===== src/hdl/ctts_pkg.sv =====
// Shared types, constants and helpers for the cooperative task tick scheduler.
// Used by ctts_ctrl, ctts_dp and cooperative_task_tick_scheduler; no dependencies.
package ctts_pkg;

    // Table geometry
    localparam int TASKS   = 8;
    localparam int MAX_OUT = 8;
    localparam int IDX_W   = (TASKS > 1) ? $clog2(TASKS) : 1;
    localparam int NF_W    = $clog2(TASKS + 1);
    localparam int CNT_W   = $clog2(MAX_OUT + 1);
    localparam int SLOT_W  = 3;
    localparam int BYTE_W  = 8;

    // Request kinds carried on the input tuser
    typedef enum logic [1:0] {
        REQ_ADD  = 2'd0,
        REQ_DEL  = 2'd1,
        REQ_TICK = 2'd2,
        REQ_DISP = 2'd3
    } req_t;

    // Result status carried on the output tuser
    typedef enum logic [1:0] {
        STAT_OK    = 2'd0,
        STAT_FULL  = 2'd1,
        STAT_UNDEF = 2'd2,
        STAT_NONE  = 2'd3
    } status_t;

    // Controller states
    typedef enum logic [2:0] {
        S_IDLE,
        S_SINGLE,
        S_TICK,
        S_DISP,
        S_FLUSH
    } state_t;

    // Commands from controller to datapath
    typedef struct packed {
        logic load;       // latch request, restart walk
        logic exec;       // run add or delete and load its result
        logic tick_step;  // count down one slot
        logic disp_step;  // examine one slot for pending runs
        logic flush;      // load the closing result of a walk
    } cmd_t;

    // Status from datapath to controller
    typedef struct packed {
        logic out_free;    // output register can take a result this cycle
        logic idx_last;    // walk is at the final slot
        logic slot_ready;  // current slot is valid with pending runs
        logic held_valid;  // a dispatch result is held back
        logic cnt_last;    // next ready slot fills the result budget
    } stat_t;

    // Slot number masked to the width of the output field
    function automatic logic [SLOT_W-1:0] to_slot(input logic [IDX_W-1:0] idx);
        logic [SLOT_W+IDX_W-1:0] wide;
        wide = {{SLOT_W{1'b0}}, idx};
        return wide[SLOT_W-1:0];
    endfunction

endpackage


===== src/hdl/cooperative_task_tick_scheduler.sv =====
// Top level of the cooperative task tick scheduler.
// Instantiates ctts_ctrl and ctts_dp; depends on ctts_pkg.

// Time-triggered cooperative scheduler over a table of TASKS slots. One request
// is handled at a time. Add and delete pass through a single-request state that
// loads their result into the output register. Tick and dispatch walk the table
// one slot per cycle, though a dispatch walk can be held as set out below and
// ends early once the result budget is full. The flush state then loads the
// closing result of the walk.
// A busy output stretches the closing step. A dispatch that meets a busy output
// while a result is held waits for the output to be taken. The output register
// lets the next request be accepted while the last result still waits.
// Dispatch returns up to eight beats in slot order with tlast on the final one.
module cooperative_task_tick_scheduler (
    input  logic        clk,
    input  logic        rst_n,
    input  logic        s_tvalid,
    output logic        s_tready,
    input  logic [23:0] s_tdata,   // task_id[2:0], start_delay[10:3], repeat_period[18:11]
    input  logic [1:0]  s_tuser,   // req_type[1:0]
    output logic        m_tvalid,
    input  logic        m_tready,
    output logic [7:0]  m_tdata,   // slot[2:0]
    output logic [1:0]  m_tuser,   // status[1:0]
    output logic        m_tlast
);

    ctts_pkg::cmd_t  cmd;
    ctts_pkg::stat_t stat;

    // Sequencer
    ctts_ctrl u_ctrl (
        .clk      (clk),
        .rst_n    (rst_n),
        .s_tvalid (s_tvalid),
        .s_tuser  (s_tuser),
        .s_tready (s_tready),
        .stat     (stat),
        .cmd      (cmd)
    );

    // Task table and result path
    ctts_dp u_dp (
        .clk      (clk),
        .rst_n    (rst_n),
        .s_tuser  (s_tuser),
        .s_tdata  (s_tdata),
        .m_tvalid (m_tvalid),
        .m_tready (m_tready),
        .m_tdata  (m_tdata),
        .m_tuser  (m_tuser),
        .m_tlast  (m_tlast),
        .cmd      (cmd),
        .stat     (stat)
    );

endmodule


===== src/hdl/ctts_ctrl.sv =====
// Controller state machine for the task scheduler: sequences requests and walks.
// Depends on ctts_pkg; drives ctts_dp through cmd_t and reads stat_t.
module ctts_ctrl (
    input  logic                   clk,
    input  logic                   rst_n,
    input  logic                   s_tvalid,
    input  logic [1:0]             s_tuser,
    output logic                   s_tready,
    input  ctts_pkg::stat_t        stat,
    output ctts_pkg::cmd_t         cmd
);

    ctts_pkg::state_t state_reg;
    ctts_pkg::state_t state_next;
    ctts_pkg::req_t   req_in;
    logic             disp_go;

    assign req_in  = ctts_pkg::req_t'(s_tuser);
    // Hold the dispatch walk when a second ready slot meets a busy output
    assign disp_go = !(stat.slot_ready && stat.held_valid && !stat.out_free);

    // State register
    always_ff @(posedge clk or negedge rst_n)
    begin
        if (!rst_n)
        begin
            state_reg <= ctts_pkg::S_IDLE;
        end
        else
        begin
            state_reg <= state_next;
        end
    end

    // Next state
    always_comb
    begin
        state_next = state_reg;
        unique case (state_reg)
            ctts_pkg::S_IDLE:
            begin
                if (s_tvalid)
                begin
                    unique case (req_in)
                        ctts_pkg::REQ_ADD,
                        ctts_pkg::REQ_DEL:  state_next = ctts_pkg::S_SINGLE;
                        ctts_pkg::REQ_TICK: state_next = ctts_pkg::S_TICK;
                        ctts_pkg::REQ_DISP: state_next = ctts_pkg::S_DISP;
                        default:            state_next = ctts_pkg::S_IDLE;
                    endcase
                end
            end
            ctts_pkg::S_SINGLE:
            begin
                if (stat.out_free)
                begin
                    state_next = ctts_pkg::S_IDLE;
                end
            end
            ctts_pkg::S_TICK:
            begin
                if (stat.idx_last)
                begin
                    state_next = ctts_pkg::S_FLUSH;
                end
            end
            ctts_pkg::S_DISP:
            begin
                if (disp_go && (stat.idx_last || (stat.slot_ready && stat.cnt_last)))
                begin
                    state_next = ctts_pkg::S_FLUSH;
                end
            end
            ctts_pkg::S_FLUSH:
            begin
                if (stat.out_free)
                begin
                    state_next = ctts_pkg::S_IDLE;
                end
            end
            default: state_next = ctts_pkg::S_IDLE;
        endcase
    end

    // Outputs
    always_comb
    begin
        s_tready = 1'b0;
        cmd      = '0;
        unique case (state_reg)
            ctts_pkg::S_IDLE:
            begin
                s_tready = 1'b1;
                cmd.load = s_tvalid;
            end
            ctts_pkg::S_SINGLE: cmd.exec      = stat.out_free;
            ctts_pkg::S_TICK:   cmd.tick_step = 1'b1;
            ctts_pkg::S_DISP:   cmd.disp_step = disp_go;
            ctts_pkg::S_FLUSH:  cmd.flush     = stat.out_free;
            default:            cmd           = '0;
        endcase
    end

endmodule


===== src/hdl/ctts_dp.sv =====
// Datapath of the task scheduler: task table, walk index, held result, output register.
// Depends on ctts_pkg; commanded by ctts_ctrl.
module ctts_dp (
    input  logic                         clk,
    input  logic                         rst_n,
    input  logic [1:0]                   s_tuser,
    input  logic [23:0]                  s_tdata,
    output logic                         m_tvalid,
    input  logic                         m_tready,
    output logic [ctts_pkg::BYTE_W-1:0]  m_tdata,
    output logic [1:0]                   m_tuser,
    output logic                         m_tlast,
    input  ctts_pkg::cmd_t               cmd,
    output ctts_pkg::stat_t              stat
);

    localparam int IDX_W = ctts_pkg::IDX_W;
    localparam int NF_W  = ctts_pkg::NF_W;
    localparam int CNT_W = ctts_pkg::CNT_W;
    localparam int ID_W  = ctts_pkg::SLOT_W + IDX_W;

    // Table storage: valid bits reset, payload written on add, tick and dispatch
    logic [ctts_pkg::TASKS-1:0] valid_reg;
    logic [7:0]                 cd_mem   [ctts_pkg::TASKS];
    logic [7:0]                 rel_mem  [ctts_pkg::TASKS];
    logic [7:0]                 pend_mem [ctts_pkg::TASKS];

    // Latched request
    ctts_pkg::req_t req_reg;
    logic [2:0]     id_reg;
    logic [7:0]     delay_reg;
    logic [7:0]     period_reg;

    // Walk and allocation state
    logic [NF_W-1:0]  nf_reg;
    logic [IDX_W-1:0] idx_reg;
    logic [CNT_W-1:0] cnt_reg;
    logic             held_reg;
    logic [IDX_W-1:0] held_idx_reg;

    // Output register
    logic                          out_valid_reg;
    ctts_pkg::status_t             out_status_reg;
    logic [ctts_pkg::SLOT_W-1:0]   out_slot_reg;
    logic                          out_last_reg;

    // Per-cycle table write
    logic             wr_en;
    logic [IDX_W-1:0] wr_idx;
    logic [7:0]       wr_cd;
    logic [7:0]       wr_rel;
    logic [7:0]       wr_pend;
    logic             vwr_en;
    logic             vwr_val;

    // Output load
    logic                        out_load;
    ctts_pkg::status_t           out_status;
    logic [ctts_pkg::SLOT_W-1:0] out_slot;
    logic                        out_last;

    // Slot under the walk
    logic       cur_valid;
    logic [7:0] cur_cd;
    logic [7:0] cur_rel;
    logic [7:0] cur_pend;
    logic [7:0] cd_dec;

    // Add and delete decode
    logic             nf_ok;
    logic [IDX_W-1:0] nf_idx;
    logic [ID_W-1:0]  id_wide;
    logic             del_ok;
    logic [IDX_W-1:0] del_idx;

    assign cur_valid = valid_reg[idx_reg];
    assign cur_cd    = cd_mem[idx_reg];
    assign cur_rel   = rel_mem[idx_reg];
    assign cur_pend  = pend_mem[idx_reg];
    assign cd_dec    = cur_cd - 8'd1;

    assign nf_ok   = nf_reg < NF_W'(ctts_pkg::TASKS);
    assign nf_idx  = nf_reg[IDX_W-1:0];
    assign id_wide = {{IDX_W{1'b0}}, id_reg};
    assign del_idx = id_wide[IDX_W-1:0];
    assign del_ok  = (id_wide < ID_W'(ctts_pkg::TASKS)) && valid_reg[del_idx];

    // Status towards the controller
    assign stat.out_free   = !out_valid_reg || m_tready;
    assign stat.idx_last   = idx_reg == IDX_W'(ctts_pkg::TASKS - 1);
    assign stat.slot_ready = cur_valid && (cur_pend != 8'd0);
    assign stat.held_valid = held_reg;
    assign stat.cnt_last   = cnt_reg == CNT_W'(ctts_pkg::MAX_OUT - 1);

    // Table update for the command in hand
    always_comb
    begin
        wr_en   = 1'b0;
        wr_idx  = idx_reg;
        wr_cd   = cur_cd;
        wr_rel  = cur_rel;
        wr_pend = cur_pend;
        vwr_en  = 1'b0;
        vwr_val = 1'b0;
        if (cmd.exec && (req_reg == ctts_pkg::REQ_ADD) && nf_ok)
        begin
            wr_en   = 1'b1;
            wr_idx  = nf_idx;
            wr_cd   = delay_reg + 8'd1;
            wr_rel  = period_reg;
            wr_pend = 8'd0;
            vwr_en  = 1'b1;
            vwr_val = 1'b1;
        end
        else if (cmd.exec && (req_reg == ctts_pkg::REQ_DEL) && del_ok)
        begin
            wr_idx = del_idx;
            vwr_en = 1'b1;
        end
        else if (cmd.tick_step && cur_valid)
        begin
            wr_en = 1'b1;
            if (cd_dec == 8'd0)
            begin
                wr_cd = cur_rel;
                if (cur_pend != 8'hFF)
                begin
                    wr_pend = cur_pend + 8'd1;
                end
            end
            else
            begin
                wr_cd = cd_dec;
            end
        end
        else if (cmd.disp_step && stat.slot_ready)
        begin
            wr_en   = 1'b1;
            wr_pend = cur_pend - 8'd1;
            vwr_en  = cur_rel == 8'd0;
        end
    end

    // Result to load into the output register
    always_comb
    begin
        out_load   = 1'b0;
        out_status = ctts_pkg::STAT_OK;
        out_slot   = '0;
        out_last   = 1'b1;
        if (cmd.exec)
        begin
            out_load = 1'b1;
            if (req_reg == ctts_pkg::REQ_ADD)
            begin
                out_status = nf_ok ? ctts_pkg::STAT_OK : ctts_pkg::STAT_FULL;
                out_slot   = nf_ok ? ctts_pkg::to_slot(nf_idx) : '0;
            end
            else
            begin
                out_status = del_ok ? ctts_pkg::STAT_OK : ctts_pkg::STAT_UNDEF;
            end
        end
        else if (cmd.disp_step && stat.slot_ready && held_reg)
        begin
            out_load = 1'b1;
            out_slot = ctts_pkg::to_slot(held_idx_reg);
            out_last = 1'b0;
        end
        else if (cmd.flush)
        begin
            out_load = 1'b1;
            if (req_reg == ctts_pkg::REQ_DISP)
            begin
                out_status = held_reg ? ctts_pkg::STAT_OK : ctts_pkg::STAT_NONE;
                out_slot   = held_reg ? ctts_pkg::to_slot(held_idx_reg) : '0;
            end
        end
    end

    // Table payload
    always_ff @(posedge clk)
    begin
        if (wr_en)
        begin
            cd_mem[wr_idx]   <= wr_cd;
            rel_mem[wr_idx]  <= wr_rel;
            pend_mem[wr_idx] <= wr_pend;
        end
    end

    // Valid bits and allocation pointer
    always_ff @(posedge clk or negedge rst_n)
    begin
        if (!rst_n)
        begin
            valid_reg <= '0;
            nf_reg    <= '0;
        end
        else
        begin
            if (vwr_en)
            begin
                valid_reg[wr_idx] <= vwr_val;
            end
            if (cmd.exec && (req_reg == ctts_pkg::REQ_ADD) && nf_ok)
            begin
                nf_reg <= nf_reg + NF_W'(1);
            end
        end
    end

    // Request latch
    always_ff @(posedge clk)
    begin
        if (cmd.load)
        begin
            req_reg    <= ctts_pkg::req_t'(s_tuser);
            id_reg     <= s_tdata[2:0];
            delay_reg  <= s_tdata[10:3];
            period_reg <= s_tdata[18:11];
        end
    end

    // Walk index, result count and held dispatch result
    always_ff @(posedge clk or negedge rst_n)
    begin
        if (!rst_n)
        begin
            idx_reg      <= '0;
            cnt_reg      <= '0;
            held_reg     <= 1'b0;
            held_idx_reg <= '0;
        end
        else if (cmd.load)
        begin
            idx_reg  <= '0;
            cnt_reg  <= '0;
            held_reg <= 1'b0;
        end
        else if (cmd.tick_step || cmd.disp_step)
        begin
            idx_reg <= idx_reg + IDX_W'(1);
            if (cmd.disp_step && stat.slot_ready)
            begin
                held_reg     <= 1'b1;
                held_idx_reg <= idx_reg;
                cnt_reg      <= cnt_reg + CNT_W'(1);
            end
        end
    end

    // Output register: load a result, drop it once taken
    always_ff @(posedge clk or negedge rst_n)
    begin
        if (!rst_n)
        begin
            out_valid_reg <= 1'b0;
        end
        else if (out_load)
        begin
            out_valid_reg <= 1'b1;
        end
        else if (m_tready)
        begin
            out_valid_reg <= 1'b0;
        end
    end

    always_ff @(posedge clk)
    begin
        if (out_load)
        begin
            out_status_reg <= out_status;
            out_slot_reg   <= out_slot;
            out_last_reg   <= out_last;
        end
    end

    assign m_tvalid = out_valid_reg;
    assign m_tuser  = out_status_reg;
    assign m_tdata  = {{(ctts_pkg::BYTE_W - ctts_pkg::SLOT_W){1'b0}}, out_slot_reg};
    assign m_tlast  = out_last_reg;

endmodule

===== config.mk =====
export PLATFORM = sky130hd
export DESIGN_NAME = cooperative_task_tick_scheduler
export DESIGN_NICKNAME = d
export VERILOG_FILES = /design/src/hdl/ctts_pkg.sv /design/src/hdl/cooperative_task_tick_scheduler.sv /design/src/hdl/ctts_ctrl.sv /design/src/hdl/ctts_dp.sv
export SDC_FILE = /design/constraint.sdc
export NUM_CORES = 1
export LEC_CHECK = 0
export ABC_AREA = 1
export BUFFER_PORTS_ARGS = -buffer_cell sky130_fd_sc_hd__buf_2
export CAP_MARGIN = 10
export CORE_UTILIZATION = 60
export DETAILED_ROUTE_END_ITERATION = 7
export PLACE_DENSITY = 0.78
export SETUP_SLACK_MARGIN = 0.5
export SLEW_MARGIN = 20
export SYNTH_ARGS = -nofsm -noshare
export SYNTH_HDL_FRONTEND = slang
export SYNTH_SLANG_ARGS = --single-unit

===== constraint.sdc =====
create_clock -name clk -period 7.1 [get_ports clk]
set_input_delay 0 -clock clk [delete_from_list [all_inputs] [get_ports clk]]
set_output_delay 0 -clock clk [all_outputs]
set_load 0.02 [all_outputs]

==> results of run 1 <==
layout make-up:
cell class                      count  area, µm²
Multi-Input combinational cell    821       3750
Clock inverter                     13       80.1
Clock buffer                       29        641
Tap cell                          265        332
Fill cell                        1432       6330
Inverter                          145        544
Sequential cell                   246       7260
Timing Repair Buffer               72        520
per-layer routing:
layer | GRT usage (%) | part of all wire (%) | vias to the layer above | wire length (µm)
li1 | - | - | 4241 | -
met1 | 35.7 | 41 | 4147 | 10900
met2 | 45.8 | 49 | 388 | 13100
met5 | 0 | 0 | - | 0
met4 | 10.0 | 2.3 | 0 | 601
met3 | 3.69 | 7.6 | 59 | 2030
cell families after synthesis:
logic type / share of synthesized area [%]
flops: 60.9
other cells: 0.0315
buf+inv: 7.71
xor+xnor: 0.957
simple gates: 22.2
fa+ha+maj: 1.05
compound gates: 7.09
layout by cell type (no fill, tap or decap), types with 4 or more instances in the layout:
master,instances
clkinv_1,5
nand3_1,95
dfrtp_1,25
edfxtp_1,219
o21ai_1,30
ha_1,10
clkinv_2,5
o211ai_1,6
nand2_1,390
o22ai_1,13
nand4_1,4
nor3_1,4
dlygate4sd3_1,24
clkbuf_16,25
a21oi_1,24
buf_2,32
inv_2,6
nor2_1,123
clkbuf_1,4
conb_1,5
o21ai_0,65
xnor2_1,4
a31oi_1,5
nand2_2,7
inv_1,139
buf_4,16
nor2_2,4
xor2_1,9
per-stage QoR:
| step | area, µm² | utilization, % | total power, µW |
|---|---|---|---|
| 2_1_floorplan | 11900 | - | 3560 |
| 4_1_cts | 13100 | 67.5 | 5160 |
| 5_1_grt | 13100 | 67.5 | 5490 |
| 3_5_place_dp | 12200 | 62.5 | 3980 |
| 3_3_place_gp | 12200 | 62.5 | 3910 |
| 6_report | 13100 | 67.5 | 5180 |
worst reg2reg max path, cell delays in order (launching register included):
cell and delay (ns):
dfrtp_4 0.66, inv_2 0.58, buf_4 0.36, nand2_1 0.07, nand3_1 0.08, nand3_1 0.09
nand2_1 0.21, ha_1 0.24, nand2_2 0.09, nor2_2 0.10, nand2_1 0.06, nand2_1 0.05
nand2_1 0.07, nor2_1 0.71, nand3_1 0.70, nand2_1 0.20, nand2_1 0.06, nand2_1 0.06
nand2_1 0.07, nor2_1 0.42
how the worst max path moves through the flow:
stage,end,startpoint,cells past startpoint
6_report,u_dp.pend_mem[6][1],u_dp.idx_reg[0],19
2_1_floorplan,u_dp.cd_mem[1][0],u_dp.idx_reg[2],15
5_1_grt,u_dp.cd_mem[4][1],u_dp.idx_reg[0],16
3_3_place_gp,u_dp.pend_mem[6][1],u_dp.idx_reg[0],19
3_5_place_dp,u_dp.cd_mem[4][1],u_dp.idx_reg[0],17
4_1_cts,u_dp.cd_mem[1][1],u_dp.idx_reg[0],17
repair_timing:
| item | 4_1_cts | 5_1_grt |
|---|---|---|
| buffers inserted | 0 | 0 |
| resized for setup | 0 | 0 |
| hold buffers | 24 | 0 |
| setup endpoints to repair | 0 | 0 |
| hold endpoints to repair | 58 | 0 |
power by group:
group | internal [µW] | total (µW) | switching (µW) | leakage, µW
Clock | 646 | 1170 | 526 | 0.000354
Sequential | 1980 | 2050 | 75.2 | 0.00233
Combinational | 526 | 1950 | 1420 | 0.00289
==> flow_metrics.py, run 1 <==
metrics = {
    "status": {
        "status": "complete, no violations",
    },
    "synthesis": {
        "synth_top_cell_by_area": "edfxtp_1",
        "ys.flop_type": "edfxtp_1",
        "ys_warn_count": 0,
        "ys_async_sr_fraction_pct": 11.0,
        "synth_common_cells": "nand2_1 (390), edfxtp_1 (219), inv_1 (139)",
        "yosys.cell_count.top_type": "nand2_1",
        "yosys_register_bits": 246,
        "synth_edf_count": 219,
        "synth_area_leaders": "edfxtp_1 (55%), nand2_1 (12%), dfrtp_1 (5.7%)",
        "mappedNetlistArea_um2": 11900,
        "avgSynthCellArea_um2": 9.42,
        "synthCells": 1264,
        "yosysTopAreaCellShare_pct": 55.3,
        "ys_types": 39,
        "yosysSeqAreaShare_pct": 60.9,
    },
    "routing": {
        "drc": 0,
        "routed_via_density": 5.55,
        "drtAntennaViolNets": 0,
        "vias": 8835,
        "wl_per_cell_um": 16.7,
        "first_iter_violations": 783,
        "drtPass1Iterations": 5,
        "wirelength_mm": 26.6,
    },
    "finish": {
        "synthToLayoutAreaGrowth_pct": 10.3,
        "num_antenna_cells": 0,
        "top_regs": "u_dp.cd_mem (64), u_dp.pend_mem (64), u_dp.rel_mem (64)",
        "drive_gt1_share_pct": 8.67,
        "layoutNonFillerInstCount": 1591,
        "nNetsFinal": 1351,
    },
    "floorplan": {
        "io_pins": 43,
        "die-width_um": 143,
        "core_um2": 19500,
        "die_area_um2": 20400,
        "placementRows": 51,
        "start_util_pct": 61.2,
        "die_h_um": 143,
    },
    "worst_setup_path": {
        "endpoint_kind": "flip-flop",
        "r2r_setup_slack_ns": 1.92,
        "path_class": "reg -> reg",
        "critical_path_required_ns": 7.35,
        "slowest_stage": "nor2_1",
        "r2r_end": "u_dp.pend_mem[6][1]",
        "path_cells": "inv_2 > buf_4 > nand2_1 > nand3_1 > nand3_1 > nand2_1 > ha_1 > nand2_2 > nor2_2 > nand2_1 > nand2_1 > nand2_1 > nor2_1 > nand3_1 > nand2_1 > nand2_1 > nand2_1 > nand2_1 > nor2_1",
        "start_kind": "flip-flop",
        "slowest_delay_ns": 0.71,
        "critical-path-top-delay-family": "simple AND/OR/NAND/NOR gates",
        "cp_common_cell": "nand2_1",
        "crit-reg2reg-launch": "u_dp.idx_reg[0]",
        "cp_num_buf_inv": 2,
        "crit_arrival_ns": 5.43,
        "r2r_cells": 19,
        "crit_fanout": 43,
    },
    "place": {
        "preCtsSetupSlack_ns": 2.09,
        "routabilityCongestion": 0.916,
        "dp_hpwl_mm": 15.3,
        "dpl.cell_count": 1525,
        "place.port_buffers": 32,
    },
    "global_route": {
        "grt_pass1_vias": 8559,
        "antenna_found_initial": 0,
        "grt_pass1_wl_mm": 42.2,
        "gr-usage-all-layers_pct": 27.1,
        "grt_max_degree": 72,
        "grt_overflow": 0,
    },
    "timing": {
        "relSlewSlack_pct": 31.2,
        "setup_tns_ns": 0,
        "fin_hold_ws_ns": 0.0159,
        "max_freq_mhz": 193,
        "finClkSkew_ns": 0.0243,
        "setup_violations": 0,
        "layout_setup_ws_ns": 1.92,
        "finalCritPeriodShare_pct": 73.0,
        "rsz0062_at_grt": "false",
        "hold_violations": 0,
        "period_needed_ns": 5.18,
        "worst_slew_pin_slew_ns": 1.03,
        "finalMaxSlewViolations": 0,
    },
    "clock_tree": {
        "cts_max_level": 1,
        "root_buffer": "clkbuf_16",
        "cts_sinks": 246,
        "tritoncts": "yes",
        "clockBufferDepth": 3,
        "worstSkewPairLatency_ns": 0.54,
        "cts_buffers": 25,
        "clkSlewWorstSetupHoldPaths_ns": 0.06,
    },
    "power": {
        "cellPowerDensity_nw_per_um2": 394,
        "ir_worst_vdd_v": 0.000300,
        "power_leakage_uw": 0.00558,
    },
    "run": {
        "drv_cap": 0,
    },
    "min_path": {
        "hp-class": "in -> async",
    },
}
Power figures use the tool's default switching activity.
==> run 2, diff against run 1 <==
==> constraint.sdc (replaced) <==
create_clock -name clk -period 4.8 [get_ports clk]
set_input_delay 0 -clock clk [delete_from_list [all_inputs] [get_ports clk]]
set_output_delay 0 -clock clk [all_outputs]
set_load 0.02 [all_outputs]
==> run 2 against run 1 <==
Net effect: the run now ends with hold timing left; wire length increased by 4.7%; non-clock buffer count is 8 higher; critical endpoint is now u_dp.cd_mem[3][1]; critical path depth decreased by 2; register-to-register slack worse by 1.1 ns; total power up 53%; final area grew 1.3%; largest power group unchanged; utilization increased by 0.87 points; first-iteration DRC count rose by 5.5%; cell count up 0.88%; sequential share of layout area fell by 0.70 points; flip-flop and latch count stayed put.
==> flow_metrics.py, run 2 (synthesis gave the netlist of run 1 again) <==
metrics = {
    "status": {
        "status": "complete, but fails checks",
        "violations": "hold timing",
    },
    "routing": {
        "drtPass1Iterations": 5,
        "wirelength_mm": 27.9,
        "highest_layer": "met4",
        "drc": 0,
        "wl_met2_mm": 13.7,
        "routed_via_density": 5.56,
        "wl_per_cell_um": 17.4,
        "vias": 8924,
        "routed-wl-met3_mm": 2.09,
        "drtAntennaViolNets": 0,
        "drt-met1-wl_mm": 11.2,
        "first_iter_violations": 826,
    },
    "worst_setup_path": {
        "cp_common_cell": "nand2_1",
        "cp_num_buf_inv": 3,
        "cp-startpoint": "u_dp.idx_reg[0]",
        "critical_path_required_ns": 5.06,
        "slowest_stage": "dfrtp_4",
        "crit-reg2reg-launch": "u_dp.idx_reg[0]",
        "path_class": "reg -> reg",
        "crit_arrival_ns": 4.24,
        "path_cells": "clkinv_2 > buf_4 > nand2_1 > nand3_1 > nand2_1 > nand2_1 > nand2_1 > nor2_1 > nand2_1 > nand2_1 > nand2_1 > nor2_1 > buf_4 > nand3_1 > nand2_1 > nand3_1 > a21oi_1",
        "endpoint_kind": "flip-flop",
        "cp.depth": 17,
        "critical-path-top-delay-family": "simple AND/OR/NAND/NOR gates",
        "r2r_cells": 17,
        "r2r_end": "u_dp.cd_mem[3][1]",
        "r2r_setup_slack_ns": 0.82,
        "slowest_delay_ns": 0.50,
        "start_kind": "flip-flop",
        "crit_fanout": 30,
    },
    "finish": {
        "top_regs": "u_dp.cd_mem (64), u_dp.pend_mem (64), u_dp.rel_mem (64)",
        "layoutNonFillerInstCount": 1605,
        "drive_gt1_share_pct": 9.25,
        "final_area_um2": 13300,
        "final_common_cell": "nand2_1",
        "num_antenna_cells": 0,
        "synthToLayoutAreaGrowth_pct": 11.7,
        "nNetsFinal": 1360,
        "layout_common_cells": "nand2_1 (390), edfxtp_1 (219), inv_1 (139), nor2_1 (123), nand3_1 (95)",
        "utilization_pct": 68.3,
    },
    "place": {
        "routabilityCongestion": 0.885,
        "placed_area_um2": 12200,
        "dp_hpwl_mm": 15.7,
        "dpl.cell_count": 1533,
        "place.port_buffers": 32,
    },
    "clock_tree": {
        "root_buffer": "clkbuf_16",
        "cts_sinks": 246,
        "cts_max_level": 1,
        "clockBufferDepth": 3,
        "worstSkewPairLatency_ns": 0.55,
        "tritoncts": "yes",
        "cts_buffers": 26,
        "clkSlewWorstSetupHoldPaths_ns": 0.07,
    },
    "floorplan": {
        "die_h_um": 143,
        "die_area_um2": 20400,
        "die-width_um": 143,
        "core_um2": 19500,
        "placementRows": 51,
        "io_pins": 43,
        "start_util_pct": 61.2,
    },
    "timing": {
        "period_needed_ns": 3.98,
        "worst_slew_pin_slew_ns": 1.00,
        "relSlewSlack_pct": 33.2,
        "max_freq_mhz": 251,
        "finalCritPeriodShare_pct": 82.9,
        "setup_violations": 0,
        "finClkSkew_ns": 0.0249,
        "rsz0062_at_grt": "false",
        "fin_hold_ws_ns": -0.00374,
        "finalMaxSlewViolations": 0,
        "setup_tns_ns": 0,
        "hold_violations": 6,
    },
    "global_route": {
        "grt_overflow": 0,
        "antenna_found_initial": 0,
        "gr-usage-all-layers_pct": 28.1,
        "grt_max_degree": 113,
        "grt_pass1_vias": 8633,
        "grt_pass1_wl_mm": 43.7,
    },
    "power": {
        "ir_worst_vdd_v": 0.000426,
        "power_leakage_uw": 0.00566,
        "cellPowerDensity_nw_per_um2": 597,
    },
    "run": {
        "drv_cap": 0,
    },
    "min_path": {
        "hp-class": "in -> async",
    },
}
[run 2: changes by cell type in the layout (fill, tap and decap cells not counted)]
| cell | before | now |
|---|---|---|
| clkbuf_8 | 0 | 1 |
| clkinv_4 | 1 | 0 |
| clkinv_8 | 0 | 1 |
| buf_4 | 16 | 23 |
| bufinv_16 | 0 | 2 |
| inv_2 | 6 | 5 |
| inv_16 | 1 | 0 |
| clkbuf_16 | 25 | 26 |
| buf_12 | 0 | 1 |
| clkinv_2 | 5 | 4 |
| clkbuf_1 | 4 | 9 |
[run 2: how the worst max path moves through the flow]
stage,end,slack [ns]
6_report,u_dp.cd_mem[3][1],0.82
4_1_cts,u_dp.pend_mem[4][4],0.81
5_1_grt,u_dp.cd_mem[3][1],0.50
2_1_floorplan,u_dp.cd_mem[1][0],1.79
3_5_place_dp,u_dp.pend_mem[7][4],0.86
3_3_place_gp,u_dp.cd_mem[2][1],0.98
[run 2: area by class of cell]
cell class / instances / area (µm²)
Sequential cell: 246 / 7260
Fill cell: 1479 / 6160
Multi-Input combinational cell: 821 / 3750
Clock buffer: 36 / 698
Timing Repair Buffer: 80 / 593
Inverter: 145 / 546
Tap cell: 265 / 332
Clock inverter: 12 / 118
[run 2: stage by stage]
stage / worst slack (ns) / power, µW
after floorplan: 1.79 / 5270
after global placement: 0.979 / 5840
after detailed placement: 0.859 / 5950
after CTS: 0.809 / 7890
after global routing: 0.503 / 8390
final: 0.819 / 7940
[run 2: routing by layer]
metal	vias up	track usage, %
li1	4267	-
met1	4230	35.7
met2	359	47.9
met3	68	4.63
met4	0	12.1
met5	-	0
[run 2: what timing repair did]
item                       4_1_cts  5_1_grt
resized for setup                0        1
setup endpoints to repair        0       53
hold buffers                    24        0
hold endpoints to repair        58        0
setup buffers                    0        0
[run 2: power by group]
| group | internal [µW] | leakage (µW) | switching [µW] |
|---|---|---|---|
| Clock | 1120 | 0.000393 | 819 |
| Combinational | 820 | 0.00293 | 2180 |
| Sequential | 2930 | 0.00233 | 70.7 |
| Total | 4870 | 0.00566 | 3070 |
==> run 3, diff against run 2 <==
==> constraint.sdc (replaced) <==
create_clock -name clk -period 3.7 [get_ports clk]
set_input_delay 0 -clock clk [delete_from_list [all_inputs] [get_ports clk]]
set_output_delay 0 -clock clk [all_outputs]
set_load 0.02 [all_outputs]
==> run 3 against run 2 <==
Net effect: the run now ends clean; die area stayed put; clock skew shrank 0.016 ns; register-to-register slack got worse by 0.12 ns; sequential share of layout area is 1.4 points lower; worst setup slack got worse by 0.12 ns; highest routed layer unchanged.
==> flow_metrics.py, run 3 (synthesis gave the netlist of run 1 again) <==
metrics = {
    "global_route": {
        "grt_pass1_wl_mm": 42.8,
        "grt_pass1_vias": 8479,
        "antenna_found_initial": 0,
        "gr-usage-all-layers_pct": 27.6,
        "grt_overflow": 0,
        "grt_max_degree": 80,
    },
    "worst_setup_path": {
        "start_kind": "flip-flop",
        "r2r_cells": 14,
        "critical_path_required_ns": 4.11,
        "endpoint_kind": "flip-flop",
        "crit_arrival_ns": 3.41,
        "r2r_setup_slack_ns": 0.70,
        "crit_fanout": 39,
        "r2r_end": "u_dp.valid_reg[4]",
        "path_class": "reg -> reg",
        "crit-reg2reg-launch": "u_dp.idx_reg[0]",
        "cp-startpoint": "u_dp.idx_reg[0]",
    },
    "timing": {
        "relSlewSlack_pct": 35.3,
        "layout_setup_ws_ns": 0.703,
        "hold_violations": 0,
        "worst_slew_pin_slew_ns": 0.969,
        "finClkSkew_ns": 0.00931,
        "finalMaxSlewViolations": 0,
        "rsz0062_at_grt": "true",
        "finalCritPeriodShare_pct": 81.0,
        "period_needed_ns": 3.00,
        "setup_tns_ns": 0,
        "max_freq_mhz": 334,
        "setup_violations": 0,
    },
    "power": {
        "cellPowerDensity_nw_per_um2": 779,
        "ir_worst_vdd_v": 0.000499,
        "power_leakage_uw": 0.00576,
    },
    "floorplan": {
        "die_area_um2": 20400,
        "start_util_pct": 61.2,
        "die_h_um": 143,
        "die-width_um": 143,
        "core_um2": 19500,
        "io_pins": 43,
        "placementRows": 51,
    },
    "place": {
        "preCtsSetupSlack_ns": 0.249,
        "place.port_buffers": 32,
        "dpl.cell_count": 1540,
        "dp_hpwl_mm": 15.3,
        "routabilityCongestion": 0.905,
    },
    "finish": {
        "drive_gt1_share_pct": 12.2,
        "layout_common_cells": "nand2_1 (383), edfxtp_1 (219), inv_1 (137), nor2_1 (112), nand3_1 (94)",
        "top_regs": "u_dp.cd_mem (64), u_dp.pend_mem (64), u_dp.rel_mem (64)",
        "final_common_cell": "nand2_1",
        "layoutNonFillerInstCount": 1614,
        "nNetsFinal": 1372,
        "num_antenna_cells": 0,
        "synthToLayoutAreaGrowth_pct": 14.6,
    },
    "clock_tree": {
        "root_buffer": "clkbuf_16",
        "worstSkewPairLatency_ns": 0.53,
        "cts_sinks": 246,
        "clockBufferDepth": 3,
        "cts_max_level": 1,
        "tritoncts": "yes",
        "cts_buffers": 25,
        "clkSlewWorstSetupHoldPaths_ns": 0.06,
    },
    "routing": {
        "first_iter_violations": 953,
        "routed_via_density": 5.58,
        "wl_per_cell_um": 17.3,
        "drtPass1Iterations": 6,
        "drc": 0,
        "vias": 9013,
        "drtAntennaViolNets": 0,
        "wirelength_mm": 28.0,
    },
    "min_path": {
        "hp-class": "in -> async",
    },
    "status": {
        "status": "complete, no violations",
    },
    "run": {
        "drv_cap": 0,
    },
}
-- run 3: cell count changes in the layout (fill, tap and decap cells not counted), moves of 3 or more --
cell and delta:
buf_12 +3, buf_6 +3, buf_8 +3, clkbuf_1 -4, clkinv_1 -3, nand2_1 -7
nand2_2 +7, nor2_1 -11, nor2_2 +5, nor2_4 +7
-- run 3: report_power, final --
group	internal [µW]	switching, µW	leakage, µW
combinational	1230	2950	0.00303
clock	1520	1030	0.000402
sequential	3790	104	0.00233
-- run 3: per-layer routing --
metal  vias up  global-route usage [%]  part of all wire, %
li1       4300                       -                    -
met4         0                    10.1                  2.2
met3        48                    2.95                  8.0
met2       370                    47.6                   50
met1      4295                    36.1                   40
met5         -                       0                    0
-- run 3: metrics by stage --
step	area (µm²)	total power, µW	utilization [%]	hold slack [ns]
after floorplan	11900	6830	-	-0.296
after global placement	12300	7650	63.4	0.0547
after detailed placement	12300	7760	63.4	0.0510
after CTS	13500	10400	69.2	0.0427
after global routing	13600	11200	70.1	0.0839
final	13600	10600	70.1	0.0291
-- run 3: final cells by class --
cell class / instances / area [µm²]
clock buffers: 30 / 644
clock inverters: 14 / 178
fillers: 1397 / 5820
inverters: 145 / 551
multi-input cells: 822 / 3880
flip-flops and latches: 246 / 7260
well taps: 265 / 332
repair buffers: 92 / 805
-- run 3: critical path, stage by stage (launching register included) --
cell	delay, ns
dfrtp_4	0.53
clkbuf_16	0.24
o21ai_0	0.19
o21ai_0	0.10
nand2_1	0.06
nand2_1	0.16
nand2_1	0.19
buf_4	0.30
inv_2	0.22
nor3_1	0.20
nand3_1	0.21
o21bai_4	0.28
nand2_1	0.09
nand2_1	0.06
nand2_1	0.05
-- run 3: worst max-delay path by stage --
| stage | endpoint | slack, ns | cells after the start |
|---|---|---|---|
| 2_1_floorplan | u_dp.cd_mem[1][0] | 0.69 | 15 |
| 3_3_place_gp | u_dp.pend_mem[0][3] | 0.32 | 17 |
| 3_5_place_dp | u_dp.pend_mem[1][3] | 0.25 | 18 |
| 4_1_cts | u_dp.pend_mem[5][0] | 0.51 | 17 |
| 5_1_grt | u_dp.cd_mem[5][4] | 0.49 | 20 |
| 6_report | u_dp.valid_reg[4] | 0.70 | 14 |
-- run 3: timing repair --
item	in CTS	in global routing
cloned	0	2
buffers inserted	2	2
hold endpoints to repair	52	0
endpoints found under the setup margin	260	323
resized for setup	15	40
pin swaps	0	1
hold buffers	24	0
